## config.mk

```make
export PLATFORM = sky130hd
export DESIGN_NAME = tstm_div
export DESIGN_NICKNAME = d
export VERILOG_FILES = /design/src/rtl/core/tstm_pkg.sv /design/src/rtl/core/tstm_div.sv
export SDC_FILE = /design/constraint.sdc
export NUM_CORES = 1
export LEC_CHECK = 0
export BUFFER_PORTS_ARGS = -buffer_cell sky130_fd_sc_hd__buf_2
export CAP_MARGIN = 20
export CELL_PAD_IN_SITES_DETAIL_PLACEMENT = 1
export CELL_PAD_IN_SITES_GLOBAL_PLACEMENT = 1
export CORE_UTILIZATION = 38
export DETAILED_ROUTE_END_ITERATION = 8
export GPL_TIMING_DRIVEN = 0
export PLACE_DENSITY_LB_ADDON = 0.1
export SETUP_SLACK_MARGIN = 0.2
export SYNTH_ARGS = -nofsm -noshare
export SYNTH_HDL_FRONTEND = slang
export SYNTH_SLANG_ARGS = --single-unit
export TNS_END_PERCENT = 1
```

## constraint.sdc

```tcl
create_clock -name clk -period 4.8 [get_ports clk]
set_clock_uncertainty 0.2 [all_clocks]
set_input_delay 0.96 -clock clk [delete_from_list [all_inputs] [get_ports clk]]
set_output_delay 0.96 -clock clk [all_outputs]
set_load 0.01 [all_outputs]
```

## src/rtl/core/tstm_pkg.sv

```systemverilog
package tstm_pkg;

  localparam int unsigned ModeBits   = 3;
  localparam int unsigned MachBits   = 4;
  localparam int unsigned StatusBits = 3;
  localparam int unsigned SlotOutBits = 10;
  localparam int unsigned CountBits  = 32;
  localparam int unsigned PeriodBits = 16;
  localparam int unsigned ActBits    = 3;

  typedef enum logic [ModeBits-1:0] {
    MODE_ADD_RULE = 3'd0,
    MODE_SET_INIT = 3'd1,
    MODE_CHECK    = 3'd2,
    MODE_COPY     = 3'd3,
    MODE_MOVE     = 3'd4,
    MODE_RESET    = 3'd5
  } mode_t;

  typedef enum logic [StatusBits-1:0] {
    ST_DONE      = 3'd0,
    ST_OK        = 3'd1,
    ST_NO_RULES  = 3'd2,
    ST_SILENT    = 3'd3,
    ST_LOGGED    = 3'd4,
    ST_ABORT     = 3'd5,
    ST_RULE_FULL = 3'd6
  } status_t;

  typedef enum logic [ActBits-1:0] {
    ACT_OFF          = 3'd0,
    ACT_LOG          = 3'd1,
    ACT_ABORT        = 3'd2,
    ACT_SAMPLE_ABORT = 3'd3,
    ACT_SAMPLE_LOG   = 3'd4
  } action_t;

  localparam logic [ActBits-1:0]    ActionReset = ACT_ABORT;
  localparam logic [PeriodBits-1:0] PeriodReset = 16'd1000;

  localparam int unsigned RegAction = 0;
  localparam int unsigned RegPeriod = 1;

  // Control from the sequencer to the sampling divider, and its answer.
  typedef struct packed {
    logic                  start;
    logic [CountBits-1:0]  dividend;
    logic [PeriodBits-1:0] divisor;
  } div_req_t;

  typedef struct packed {
    logic busy;
    logic zero_rem;
  } div_rsp_t;

endpackage

```

## src/rtl/core/tstm_div.sv

```systemverilog
module tstm_div (
  input  logic                        clk,
  input  logic                        rst,
  input  tstm_pkg::div_req_t          req,
  output tstm_pkg::div_rsp_t          rsp
);
  import tstm_pkg::*;

  // Restoring divider, one quotient bit per cycle; only the remainder is kept.
  logic [CountBits-1:0]    num;
  logic [PeriodBits:0]     rem;
  logic [PeriodBits-1:0]   den;
  logic [5:0]              cnt;
  logic                    busy;
  logic [PeriodBits:0]     shifted;

  always_comb begin
    shifted = {rem[PeriodBits-1:0], num[CountBits-1]};
  end

  always_ff @(posedge clk) begin
    if (rst) begin
      busy <= 1'b0;
      cnt  <= '0;
    end else if (req.start) begin
      busy <= 1'b1;
      cnt  <= 6'(CountBits);
      num  <= req.dividend;
      den  <= req.divisor;
      rem  <= '0;
    end else if (busy) begin
      num <= {num[CountBits-2:0], 1'b0};
      if (shifted >= {1'b0, den}) rem <= shifted - {1'b0, den};
      else                        rem <= shifted;
      cnt <= cnt - 6'd1;
      if (cnt == 6'd1) busy <= 1'b0;
    end
  end

  assign rsp.busy     = busy | req.start;
  assign rsp.zero_rem = (rem == '0);
endmodule

```

After elaboration in Yosys (flattened, before gate mapping)
Index checks and enable logic that the tools add are counted.
{ "classes": {"n_mux": 9, "add_sub_neg": 2, "reduce_logical": 5, "order_cmp": 1, "n_bitwise": 2, "div_mod_pow": 0, "n_eq_ne": 1, "shift": 0, "multipliers": 0} }
{ "ops": {"columns": ["operator", "count"], "rows": [
  ["$mux W32", 2],
  ["$mux W17", 2],
  ["$ge A17 B16 Y1", 1],
  ["$logic_not A17 Y1", 1],
  ["$sub A17 B16 Y17", 1],
  ["$mux W6", 2],
  ["$eq A6 B1 Y1 const B", 1],
  ["$sub A6 B1 Y6 const B", 1],
  ["$reduce_and A2 Y1", 2],
  ["$mux W1", 3],
  ["$reduce_bool A2 Y1", 1],
  ["$reduce_or A2 Y1", 1],
  ["$not A1 Y1", 1],
  ["$or A1 B1 Y1", 1]
]} }
{ "word_totals": {"n_memories": 0, "ff_bits": 72, "output_inout_bits": 2, "elab_cells": 26, "romBits": 0, "ram_bits": 0, "latchBits": 0} }

Longest topological paths before layout
{ "depth": {"word_depth": 4, "depth_mapped": 10} }

Worst setup path before layout
OpenSTA, ideal clock, no wires.
{ "synth_timing": {"path_type": "input-to-reg", "start": "in req[48] (netlist bit)", "end": "reg num[0], enable pin", "slack_ps": 855, "arrival_time_ps": 3288, "path_stages": 3, "cell_sequence": "buf_2 > nor2_1 > nor2_1"} }
{ "synth_via": {"elab_chain_cells": 2} }
{ "synth_rtl": {"columns": ["element", "line_no", "text"], "rows": [
  ["start: declaration", "tstm_div.sv:4", "input tstm_pkg::div_req_t req,"],
  ["$reduce_bool A2 Y1 (no line)", null, null],
  ["$reduce_and A2 Y1 (no line)", null, null],
  ["end signal: assignment", "tstm_div.sv:28", "num <= req.dividend;"],
  ["end signal: assignment", "tstm_div.sv:32", "num <= {num[CountBits-2:0], 1'b0};"],
  ["end: declaration", "tstm_div.sv:10", "logic [CountBits-1:0] num;"]
]} }
No other way between the ends.
A chain may end at the register's enable or synchronous reset.

Worst setup path after layout
{ "layout_timing": {"start": "reg num[31]", "end": "reg rem[16] (data pin)"} }
{ "layout_via": {"elab_chain_cells": 3} }
{ "layout_rtl": {"columns": ["element", "line_no", "text"], "rows": [
  ["$sub A17 B16 Y17 / $ge A17 B16 Y1 (equally long branches)", "tstm_div.sv:33", "if (shifted >= {1'b0, den}) rem <= shifted - {1'b0, den};"],
  ["$mux W17 (*)", "tstm_div.sv:33", null],
  ["$mux W17 (*)", "tstm_div.sv:31", "end else if (busy) begin"],
  ["end signal: assignment", "tstm_div.sv:33", null],
  ["end signal: assignment", "tstm_div.sv:34", "else rem <= shifted;"],
  ["end: declaration", "tstm_div.sv:11", "logic [PeriodBits:0] rem;"]
]} }
Mark *: on every way between the ends. The rest lies on a longest branch, timed or not. The select of a mux whose other input is x is not followed.

==> impl_metrics.json <==
{
  "cts_buffers": 9,
  "status": "finished clean",
  "cp.arrival_ns": 3.21,
  "cts_root_buf": "clkbuf_8",
  "fill_cells": 1119,
  "hold_violations": 0,
  "port-buffer-count": 50,
  "hold_slack_ns": 0.313,
  "tightestPinTransition_ns": 0.949,
  "r2r_cells": 10,
  "rsz0062_at_grt": "no",
  "syn_area_sq_mm": 0.00394,
  "grt_first_pass_wirelength_um": 14100,
  "die_y_um": 104,
  "antennaDiodeCount": 0,
  "setup_viol": 0,
  "path_class": "register to register",
  "synth_cell_types": 53,
  "dieWidth_um": 104,
  "numPlacedInstances": 507,
  "synth_edf_count": 65,
  "drc": 0,
  "grt_pass1_vias": 2851,
  "fmax_ghz": 0.301,
  "syn_to_final_growth_pct": 15.6,
  "wl_per_cell_um": 16.2,
  "critPathLaunchType": "register",
  "clk_transition_reported_paths_ns": 0.08,
  "worstPathMaxFanout": 4,
  "nNetsFinal": 455,
  "vdd.ir_drop.worst_uv": 161,
  "instances_no_fill": 522,
  "hold_depth": 2,
  "multi_input_area_sq_mm": 0.00168,
  "async_flop_share": 0,
  "synth_area_leaders": "edfxtp_1 (49%), mux2_2 (9.7%), ha_1 (5.7%)",
  "viasPerCell": 5.15,
  "row_count": 36,
  "post_cts_resized": 0,
  "finalWirelength_um": 8460,
  "drt-initial-drc-count": 79,
  "pwr_density_cell_mw_per_mm2": 350,
  "p_leak_nw": 1.79,
  "utilization": 0.460,
  "required_ns": 4.68,
  "r2r_slack_ns": 1.47,
  "initial_utilization": 0.398,
  "core_area_sq_mm": 0.00991,
  "vias": 2686,
  "overflow": 0,
  "synthCells": 323,
  "first_pass_iters": 4,
  "cts_buffer_depth": 2,
  "ys_warn_count": 0,
  "clock_sinks": 72,
  "dieArea_sq_mm": 0.0108,
  "regArea_sq_mm": 0.00209,
  "cts_setup_buffers": 0,
  "antenna_found_initial": 0,
  "pin_count": 53,
  "drv_slew": 0,
  "syn_nets": 393,
  "period_share": 0.693,
  "cts_tree": "built",
  "grt_usage": 0.167,
  "hpwl_um": 6290,
  "synthFlopType": "edfxtp_1",
  "period_minus_slack_ns": 3.33,
  "cp-end-kind": "register",
  "ant_nets": 0,
  "syn_avg_cell_area_sq_um": 12.2,
  "ctsHtreeMaxLevel": 3,
  "ys_ff_latch": 72,
  "synth_top_area_cell": "edfxtp_1",
  "synth_top_area_frac": 0.495,
  "cts_hold_buf": 0,
  "place.gp.congestion": 0.768,
  "grt_max_degree": 31,
  "drive_above_1_share": 0.298,
  "seq_area_frac_synth": 0.530,
  "min_path_type": "register to register",
  "slew_headroom": 0.366,
  "drv_cap": 0,
  "clk_latency_ns": 0.35
}
-- per-layer routing --
metal | vias to the layer above | GRT usage | share of wire
met1 | 1309 | 0.216 | 0.48
met3 | 8 | 0.0508 | 0.050
met5 | - | 0 | 0
met2 | 46 | 0.267 | 0.46
met4 | 0 | 0.0520 | 0.010
li1 | 1323 | - | -
-- cells in the final DEF, fill, tap and decap left out, drive strengths merged, types with 2 or more instances in the layout --
master	n
mux2i	10
mux2	34
nand4	4
nor2b	4
nor2	22
and2	3
clkbuf	13
nor4	7
o21bai	2
dfxtp	7
and3	2
a21o	4
ha	18
nand2	13
xor2	4
xnor2	10
a21oi	18
buf	61
o21ai	4
o41ai	2
nand3b	3
clkinv	5
o31ai	3
inv	28
o22ai	3
edfxtp	65
a311oi	2
nor3	10
nand3	8
a2111oi	4
-- cell type report --
type,instances,area share
plain buffers,14,0.0167
clock buffers,9,0.0272
clock inverters,6,0.00796
inverters,27,0.0222
multi-input cells,210,0.369
flip-flops and latches,72,0.459
well taps,133,0.0365
repair buffers,51,0.0609
-- per-stage QoR --
step | total power, mW | TNS [ns] | cell area (sq um) | worst slack, ns
2_1_floorplan | 1.09 | 0 | 3940 | 0.855
3_3_place_gp | 1.18 | -22.24 | 4360 | -0.449
3_5_place_dp | 1.20 | 0 | 4400 | 1.50
4_1_cts | 1.62 | 0 | 4560 | 1.47
5_1_grt | 1.69 | 0 | 4560 | 1.22
6_report | 1.59 | 0 | 4560 | 1.47
-- worst paths after layout --
kind	startpoint	endpoint
worst min register to register	cnt[1]	cnt[1]
worst max register to register	num[31]	rem[16]
worst max-delay path	num[31]	rem[16]
worst min-delay path	cnt[1]	cnt[1]
-- cells in the mapped netlist, types with 2 or more instances --
cell type,count
edfxtp_1,65
mux2_2,34
inv_1,27
nor2_1,22
ha_1,18
a21oi_1,16
nand2_1,13
mux2i_1,10
nor3_1,10
xnor2_1,10
nand3_1,8
dfxtp_1,7
nor4_1,7
a21o_1,4
buf_2,4
clkbuf_1,4
nor2b_1,4
o21ai_0,4
xor2_1,4
a2111oi_0,3
and2_1,3
buf_1,3
nand3b_1,3
nand4_1,3
o22ai_1,3
o31ai_1,3
a311oi_1,2
and3_1,2
buf_6,2
o21bai_1,2
-- worst max-delay path, stage by stage, from the launching register on --
cell      delay (ns)
edfxtp_1        0.38
inv_1           0.07
ha_1            0.16
inv_1           0.05
fa_1            0.41
a21oi_1         0.27
o221ai_1        0.31
a21oi_1         0.40
o21bai_1        0.11
a311oi_1        0.35
mux2_2          0.37
-- state kept, by name, summed over array words and instances (netlist names) --
signal / count
rem: 17
den: 16
num: 32
cnt: 6
busy: 1
-- cells by family (layout without fill, tap and decap cells) --
logic type / Yosys count / count (layout) / share of synthesized area
flops: 72 / 72 / 0.530
mux: 44 / 44 / 0.122
buf+inv: 41 / 107 / 0.0451
simple gates: 80 / 80 / 0.103
xor+xnor: 14 / 14 / 0.0311
fa+ha+maj: 19 / 19 / 0.0622
compound gates: 53 / 53 / 0.106
-- report_power, final --
part	leakage (nW)	switching [mW]	internal, mW
registers	0.679	0.0263	0.747
logic	1.03	0.224	0.183
clock network	0.0867	0.231	0.183
total	1.79	0.481	1.11
Power figures use the tool's default switching activity.
