### src/rtl/core/tstm_pkg.sv
package tstm_pkg;

  localparam int unsigned ModeBits   = 3;
  localparam int unsigned MachBits   = 4;
  localparam int unsigned StatusBits = 3;
  localparam int unsigned SlotOutBits = 10;
  localparam int unsigned CountBits  = 32;
  localparam int unsigned PeriodBits = 16;
  localparam int unsigned ActBits    = 3;

  typedef enum logic [ModeBits-1:0] {
    MODE_ADD_RULE = 3'd0,
    MODE_SET_INIT = 3'd1,
    MODE_CHECK    = 3'd2,
    MODE_COPY     = 3'd3,
    MODE_MOVE     = 3'd4,
    MODE_RESET    = 3'd5
  } mode_t;

  typedef enum logic [StatusBits-1:0] {
    ST_DONE      = 3'd0,
    ST_OK        = 3'd1,
    ST_NO_RULES  = 3'd2,
    ST_SILENT    = 3'd3,
    ST_LOGGED    = 3'd4,
    ST_ABORT     = 3'd5,
    ST_RULE_FULL = 3'd6
  } status_t;

  typedef enum logic [ActBits-1:0] {
    ACT_OFF          = 3'd0,
    ACT_LOG          = 3'd1,
    ACT_ABORT        = 3'd2,
    ACT_SAMPLE_ABORT = 3'd3,
    ACT_SAMPLE_LOG   = 3'd4
  } action_t;

  localparam logic [ActBits-1:0]    ActionReset = ACT_ABORT;
  localparam logic [PeriodBits-1:0] PeriodReset = 16'd1000;

  localparam int unsigned RegAction = 0;
  localparam int unsigned RegPeriod = 1;

  // Control from the sequencer to the sampling divider, and its answer.
  typedef struct packed {
    logic                  start;
    logic [CountBits-1:0]  dividend;
    logic [PeriodBits-1:0] divisor;
  } div_req_t;

  typedef struct packed {
    logic busy;
    logic zero_rem;
  } div_rsp_t;

endpackage

### src/rtl/core/tstm_apb.sv
module tstm_apb (
  input  logic                           clk,
  input  logic                           rst,
  input  logic                           psel,
  input  logic                           penable,
  input  logic                           pwrite,
  input  logic [2:0]                     paddr,
  input  logic [31:0]                    pwdata,
  output logic [31:0]                    prdata,
  output logic                           pready,
  output logic [tstm_pkg::ActBits-1:0]   violation_action,
  output logic [tstm_pkg::PeriodBits-1:0] sample_period
);
  import tstm_pkg::*;

  logic wr;
  assign wr     = psel & penable & pwrite;
  assign pready = 1'b1;

  always_ff @(posedge clk) begin
    if (rst) begin
      violation_action <= ActionReset;
      sample_period    <= PeriodReset;
    end else if (wr) begin
      if (paddr[2] == 1'(RegAction)) violation_action <= pwdata[ActBits-1:0];
      else                           sample_period    <= pwdata[PeriodBits-1:0];
    end
  end

  always_comb begin
    if (paddr[2] == 1'(RegAction)) prdata = {29'd0, violation_action};
    else                           prdata = {16'd0, sample_period};
  end
endmodule

### config.mk
export PLATFORM = sky130hd
export DESIGN_NAME = tstm_apb
export DESIGN_NICKNAME = d
export VERILOG_FILES = /design/src/rtl/core/tstm_pkg.sv /design/src/rtl/core/tstm_apb.sv
export SDC_FILE = /design/constraint.sdc
export NUM_CORES = 1
export LEC_CHECK = 0
export BUFFER_PORTS_ARGS = -buffer_cell sky130_fd_sc_hd__clkbuf_2
export CAP_MARGIN = 10
export CORE_ASPECT_RATIO = 0.6
export CORE_UTILIZATION = 25
export DETAILED_ROUTE_END_ITERATION = 12
export HOLD_SLACK_MARGIN = 0.05
export SYNTH_ARGS = -nofsm -noshare
export SYNTH_HDL_FRONTEND = slang
export SYNTH_SLANG_ARGS = --single-unit
### constraint.sdc
create_clock -name clk -period 3.19 [get_ports clk]
set_clock_uncertainty 0.05 [all_clocks]
set_input_delay 0.638 -clock clk [delete_from_list [all_inputs] [get_ports clk]]
set_output_delay 0.638 -clock clk [all_outputs]
set_load 0.01 [all_outputs]
# Yosys cells after proc, flatten, opt, wreduce, memory -nomap -nowiden
# Cells that the tools add are included.
[op_classes]
bitwise_logic = 3
reduce_logical = 2
n_mux = 1
[ops]
columns = ["op", "n"]
rows = [
  ["two-way mux 16 bit", 1],
  ["AND reduction 2 bit", 2],
  ["AND 1 bit", 2],
  ["NOT 1 bit", 1],
]
[word_totals]
ff_bits = 19
input_bits = 40

# Longest topological paths before layout
# Gate-level depths: netlist of run 1.
[logic_depth]
depth_word = 3
ltp_mapped = 5

# Worst setup path after synthesis of run 1
# OpenSTA, ideal clock, no wires.
[synth_timing]
path_kind = "input to output"
startpoint = "in paddr[2]"
endpoint = "out prdata[10]"
cell_stages = 3
t_required_ns = 2.502
n_path_buf = 2
arrival_ns = 1.115
slack_ns = 1.387
cell_sequence = "buf_6 > clkbuf_1 > and2_1"
[synth_via]
elab_chain_len = 1
[synth_lines]
columns = ["element", "line", "text"]
rows = [
  ["start: declaration", "tstm_apb.sv:7", "input logic [2:0] paddr,"],
  ["two-way mux 16 bit", "tstm_apb.sv:31", "if (paddr[2] == 1'(RegAction)) prdata = {29'd0, violation_action};"],
  ["end: declaration", "tstm_apb.sv:9", "output logic [31:0] prdata,"],
]
# Every way passes these cells.

# Final worst setup path of run 1
[layout_timing]
startpoint = "in paddr[2]"
endpoint = "out prdata[0]"
# Same word-level chain as after synthesis.

==> results.tsv, run 1 <==
metric	value	unit
Initial Utilization	0.265	
initial detailed-routing violation count	8	
I/O Buffers	56	
Layout Cells excl Fill	229	
Mapped Cells	119	
leakage power	0.652	nW
Startpoint Class	primary input	
Avg Cell Area, Syn	9.29	um2
post-synthesis mux area share	0.202	
worst min path class	reg -> reg	
xor and xnor area share after synthesis	0	
Peak Freq	0.469	GHz
# nets final	210	
GR Overflow Total	0	
DP Cell Count	225	
CTS sink cnt	19	
via count	850	
Die H	53.5	um
Wirelength per Cell	9.88	um
net load switching power	0.000122	W
largest net degree at the start of global routing	37	
commonest cells after routing, fill and taps aside	clkbuf_2, nand2b_1, mux2i_1, dfxtp_1, conb_1	
WP data required	2.50	ns
top-area cell type share of the netlist area	0.344	
Routed WL	2260	um
hold_buf cts	0	
Placement Cell Area	0.00132	mm2
CTS max path bufs	2	
Hold Violations, Final	0	
Final Cell Area	0.00136	mm2
Max-Slew Margin vs Limit	0.626	
# setup viols final	0	
Area contributors post-synth	dfxtp_1, mux2i_1, nand2b_1	
area of the die	0.00470	mm2
initial antenna violation count	0	
adder-cell share of the synthesized area	0	
cell internal pwr	0.000365	W
routed vias/inst	3.71	
Root Driver	clkbuf_8	
Synth Area in Compound Gates	0	
post-cts resize count	0	
Clk pwr share	0.340	
layout cells sized above 1	0.391	
IO Pins	92	
Placer Congestion	0.618	
worst slew pin tran	0.561	ns
HP Start	sample_period[2]	
CTS tree	yes	
reg2reg start	violation_action[1]	
Worst Setup End Kind	primary output	
VDD IR-drop max	0.106	mV
cell area after synthesis	0.00111	mm2
Core Util, Final	0.327	
ant diodes	0	
Seq/Total Area, Yosys	0.344	
row cnt	18	
Max-Cap Viols	0	
# H-tree levels	1	
TritonCTS Buffers	3	
combinational family with the most area after synthesis	simple AND/OR/NAND/NOR gates	
die width	87.9	um
synth-to-layout area growth	23.3	%
fraction of the mapped netlist area in simple logic gates	0.267	
Comb pwr share	0.154	
drt drc	0	
post-DP HPWL	1620	um
Switching Share	0.250	
top fanout value on the critical path	18	
DRT antenna net count	0	
post-route minimum period	2.13	ns
number of global-route vias before repair	688	
RSZ-0062 raised after global routing	no	
Setup crit start	paddr[2]	
Synth Register Bits	19	
WP data arrival	1.44	ns
first-pass GRT wire length	3410	um
worst skew pair latency	0.25	ns
Setup Crit Path Kind	in -> out	
GRT Overall Usage	0.0996	
PwrDens	357	mW/mm2
commonest non-fill, non-tap cell in the layout	clkbuf_2	
cell taking the most area after synthesis	dfxtp_1	
fin. max-slew vios	0	
Setup Fix Bufs, Post-CTS	0	
Clk pin slew, worst setup/hold paths	0.07	ns
part of the power in registers	0.506	
final worst-path cycle share	0.668	
synth warn	0	
status	completed	
WHS	0.440	ns
setup TNS	0	ns
Unique masters post-synth	15	
drt pass-1 iters	2	
core area	0.00417	mm2
## sequential cells by signal (all words and copies together), names as in the netlist
signal / count
violation_action: 3
sample_period: 16
## logic make-up after synthesis
kind of cell | after synthesis
buffers and inverters | 25
flip-flops | 19
multiplexers | 22
other | 2
AND/OR/NAND/NOR | 51
## worst paths after layout
kind	endpoint	slack (ns)	cells after the start
worst max-delay path	prdata[0]	1.06	3
worst min register to register	sample_period[2]	0.44	2
worst min-delay path	sample_period[2]	0.44	2
worst max register to register	violation_action[1]	2.49	2
## synthesized netlist by cell type (all sizes together)
master	n
buf	21
clkbuf	4
and4	1
mux2	3
and2	13
nor2	14
nand4b	1
dfxtp	19
conb	2
nand2b	22
mux2i	19
## metrics by stage
step | power, W | setup WS [ns]
after floorplan | 0.000317 | 1.39
after global placement | 0.000327 | 1.04
after detailed placement | 0.000327 | 1.04
after CTS | 0.000500 | 1.04
after global routing | 0.000519 | 0.984
final | 0.000486 | 1.06
## power by group through the flow
| stage | Sequential [W] | Clock, W | Combinational, W |
|---|---|---|---|
| finish | 0.000246 | 0.000165 | 0.0000747 |
| global route | 0.000247 | 0.000188 | 0.0000839 |
| CTS | 0.000246 | 0.000178 | 0.0000755 |
| detailed placement | 0.000252 | 0 | 0.0000751 |
| global placement | 0.000252 | 0 | 0.0000751 |
| floorplan | 0.000254 | 0 | 0.0000635 |
## final cells by class
| type | instances | area (um2) |
|---|---|---|
| clock buffers | 4 | 45.0 |
| fillers | 446 | 2800 |
| multi-input cells | 90 | 583 |
| flip-flops and latches | 19 | 380 |
| well taps | 60 | 75.1 |
| repair buffers | 56 | 280 |
## critical path, cell delays in order
cell,delay (ns)
clkbuf_2,0.30
mux2_2,0.37
clkbuf_2,0.12
## per-layer routing
layer / GRT usage / routed length [um] / vias to the layer above
met4: 0.00820 / 8 / 0
met1: 0.130 / 1200 / 370
li1: - / - / 441
met3: 0.0437 / 145 / 2
met5: 0 / 0 / -
met2: 0.158 / 909 / 37
Power figures use the tool's default switching activity.
==> run 2, diff against run 1 <==
--- a/config.mk
+++ b/config.mk
@@ -5,6 +5,7 @@
 export SDC_FILE = /design/constraint.sdc
 export NUM_CORES = 1
 export LEC_CHECK = 0
+export ABC_AREA = 1
 export BUFFER_PORTS_ARGS = -buffer_cell sky130_fd_sc_hd__clkbuf_2
 export CAP_MARGIN = 10
 export CORE_ASPECT_RATIO = 0.6
==> constraint.sdc (replaced) <==
create_clock -name clk -period 2.19 [get_ports clk]
set_clock_uncertainty 0.05 [all_clocks]
set_input_delay 0.438 -clock clk [delete_from_list [all_inputs] [get_ports clk]]
set_output_delay 0.438 -clock clk [all_outputs]
set_load 0.01 [all_outputs]
==> run 2 against run 1 <==
Net effect: sequential share of layout area increased by 0.077 points; worst setup slack worse by 0.62 ns; final area is 0.28% lower; sequential power is 49% higher; largest cell class unchanged.
==> results.tsv, run 2 <==
metric	value	unit	change
status	completed		
post-route minimum period	1.75	ns	
Root Driver	clkbuf_8		
WP data required	1.70	ns	-0.80 ns
routed vias/inst	3.78		+2.0%
post-DP HPWL	1880	um	+16%
Seq/Total Area, Yosys	0.361		+0.0167
part of the power in registers	0.495		-0.011
Placer Congestion	0.709		+15%
Setup Crit Path Kind	in -> out		
core area	0.00385	mm2	-7.6%
reg2reg start	violation_action[1]		
number of global-route vias before repair	849		+23%
max incr delay on CP	0.30	ns	-0.07 ns
post-cts resize count	0		unchanged
WP data arrival	1.26	ns	-0.18 ns
Initial Utilization	0.274		+0.00850
final worst-path cycle share	0.800		
CTS sink cnt	19		unchanged
max FFs per register	16		unchanged
Synth Register Bits	19		unchanged
row cnt	17		-1
Routed WL	2500	um	+10%
Peak Freq	0.571	GHz	
Comb pwr share	0.181		+0.027
Regs by FF count	sample_period x16, violation_action x3		
net load switching power	0.000207	W	+70%
Switching Share	0.279		+0.0294
top fanout value on the critical path	16		-2
TritonCTS Buffers	3		unchanged
top-area cell type share of the netlist area	0.361		+0.0167
hold_buf cts	0		unchanged
Crit path top cell by count	clkbuf_2		
CTS tree	yes		
RR Endpoint	violation_action[1]		
largest net degree at the start of global routing	20		-46%
commonest cells after routing, fill and taps aside	clkbuf_2, nand2_1, nor2_1, inv_1		
Mapped Cells	167		+40%
Synth top cells by count	nand2_1, nor2_1, inv_1		
die width	85.9	um	-2.3%
RSZ-0062 raised after global routing	no		
area of the die	0.00449	mm2	-4.5%
Total Power	0.000741	W	+52%
Post-synth EDFFs	0		unchanged
# H-tree levels	1		unchanged
Hold Violations, Final	0		unchanged
leakage power	0.851	nW	+31%
async set or reset register ratio after synthesis	0		unchanged
Placement Cell Area	0.00131	mm2	-0.38%
commonest non-fill, non-tap cell in the layout	clkbuf_2		
Clk pwr share	0.324		-0.016
via count	1052		+24%
critical path's slowest cell	clkbuf_2		
Hold Path Cell Cnt	3		+1
layout cells sized above 1	0.303		-0.0874
DRT antenna net count	0		unchanged
Setup Fix Bufs, Post-CTS	0		unchanged
synth-to-layout area growth	28.9	%	
worst skew pair latency	0.25	ns	about the same
Most flops, register	sample_period		
drt drc	0		unchanged
worst min path class	in -> reg		
cell internal pwr	0.000534	W	+46%
Worst Setup End Kind	primary output		
Worst Hold Endpoint	sample_period[6]		
WHS	0.339	ns	-0.102 ns
cell count of the worst reg-to-reg path	2		unchanged
initial detailed-routing violation count	53		+45
fin. max-slew vios	0		unchanged
Avg Cell Area, Syn	6.32	um2	-32%
Die H	52.3	um	-2.3%
cell taking the most area after synthesis	dfxtp_1		
# setup viols final	0		unchanged
IO Pins	92		unchanged
Primary FF master, synth	dfxtp_1		
synth warn	0		unchanged
cell area after synthesis	0.00105	mm2	-4.6%
Core Util, Final	0.353		+0.0259
slack of the worst reg-to-reg path	1.52	ns	-0.97 ns
Unique masters post-synth	16		+1
VDD IR-drop max	0.207	mV	+95%
CTS max path bufs	2		unchanged
worst path cell trace	clkbuf_2 > buf_4 > nand2_1 > inv_1 > clkbuf_2		
Wirelength per Cell	8.99	um	-9.0%
GRT Overall Usage	0.118		+0.0184
initial antenna violation count	0		unchanged
setup TNS	0	ns	unchanged
most frequent cell after synthesis	nand2_1		
PwrDens	544	mW/mm2	+53%
Area contributors post-synth	dfxtp_1, nand2_1, buf_4		
Startpoint Class	primary input		
drt pass-1 iters	4		+2
# nets final	262		+25%
ant diodes	0		unchanged
I/O Buffers	56		unchanged
Final Cell Area	0.00136	mm2	-0.28%
Filler cells	428		-4.0%
Max-Cap Viols	0		unchanged
HP Start	pwdata[6]		
Clk pin slew, worst setup/hold paths	0.07	ns	about the same
GR Overflow Total	0		unchanged
first-pass GRT wire length	4030	um	+18%
## run 2: kinds of logic (layout without fill, tap and decap cells)
kind of cell	Yosys count	in the layout	share of synthesized area
and+or+nand+nor	96	96	0.380
AOI/OAI and AO/OA	1	1	0.00474
DFF	19	19	0.361
buffers and inverters	49	88	0.248
other	2	17	0.00712
## run 2: power groups by stage
stage,sequential (W),combinational [W],clock [W]
2_1_floorplan,0.000379,0.0000975,0
3_3_place_gp,0.000374,0.000133,0
4_1_cts,0.000367,0.000135,0.000256
5_1_grt,0.000369,0.000153,0.000279
6_report,0.000367,0.000134,0.000240
3_5_place_dp,0.000375,0.000135,0
## run 2: layout make-up
| class | count | area, um2 | share of cell area |
|---|---|---|---|
| Tap cell | 57 | 71.3 | 0.0524 |
| Clock inverter | 1 | 5.00 | 0.00368 |
| Timing Repair Buffer | 58 | 295 | 0.217 |
| Clock buffer | 3 | 41.3 | 0.0304 |
| Multi-Input combinational cell | 114 | 469 | 0.345 |
| Inverter | 26 | 97.6 | 0.0718 |
| Sequential cell | 19 | 380 | 0.280 |
## run 2: worst max-delay path, delay by kind of cell
family                 cells  cell delay [ns]
buffers and inverters      4             0.75
and+or+nand+nor            1             0.07
## run 2: stage by stage
stage,cells,setup WS [ns]
CTS,278,0.417
detailed placement,274,0.419
global route,278,0.329
global placement,274,0.436
floorplan,182,0.768
finish,278,0.438
## run 2: worst max-delay path by stage
| stage | from | to | cells after the start |
|---|---|---|---|
| 2_1_floorplan | paddr[2] | prdata[10] | 4 |
| 3_3_place_gp | paddr[2] | prdata[11] | 5 |
| 3_5_place_dp | paddr[2] | prdata[12] | 5 |
| 4_1_cts | paddr[2] | prdata[12] | 5 |
| 5_1_grt | paddr[2] | prdata[15] | 5 |
| 6_report | paddr[2] | prdata[12] | 5 |
## run 2: per-layer routing
metal / global-route usage / part of all wire / vias to the layer above
li1: - / - / 566
met1: 0.156 / 0.51 / 453
met2: 0.185 / 0.44 / 31
met3: 0.0425 / 0.054 / 2
met4: 0.0250 / 0.0048 / 0
met5: 0 / 0 / -
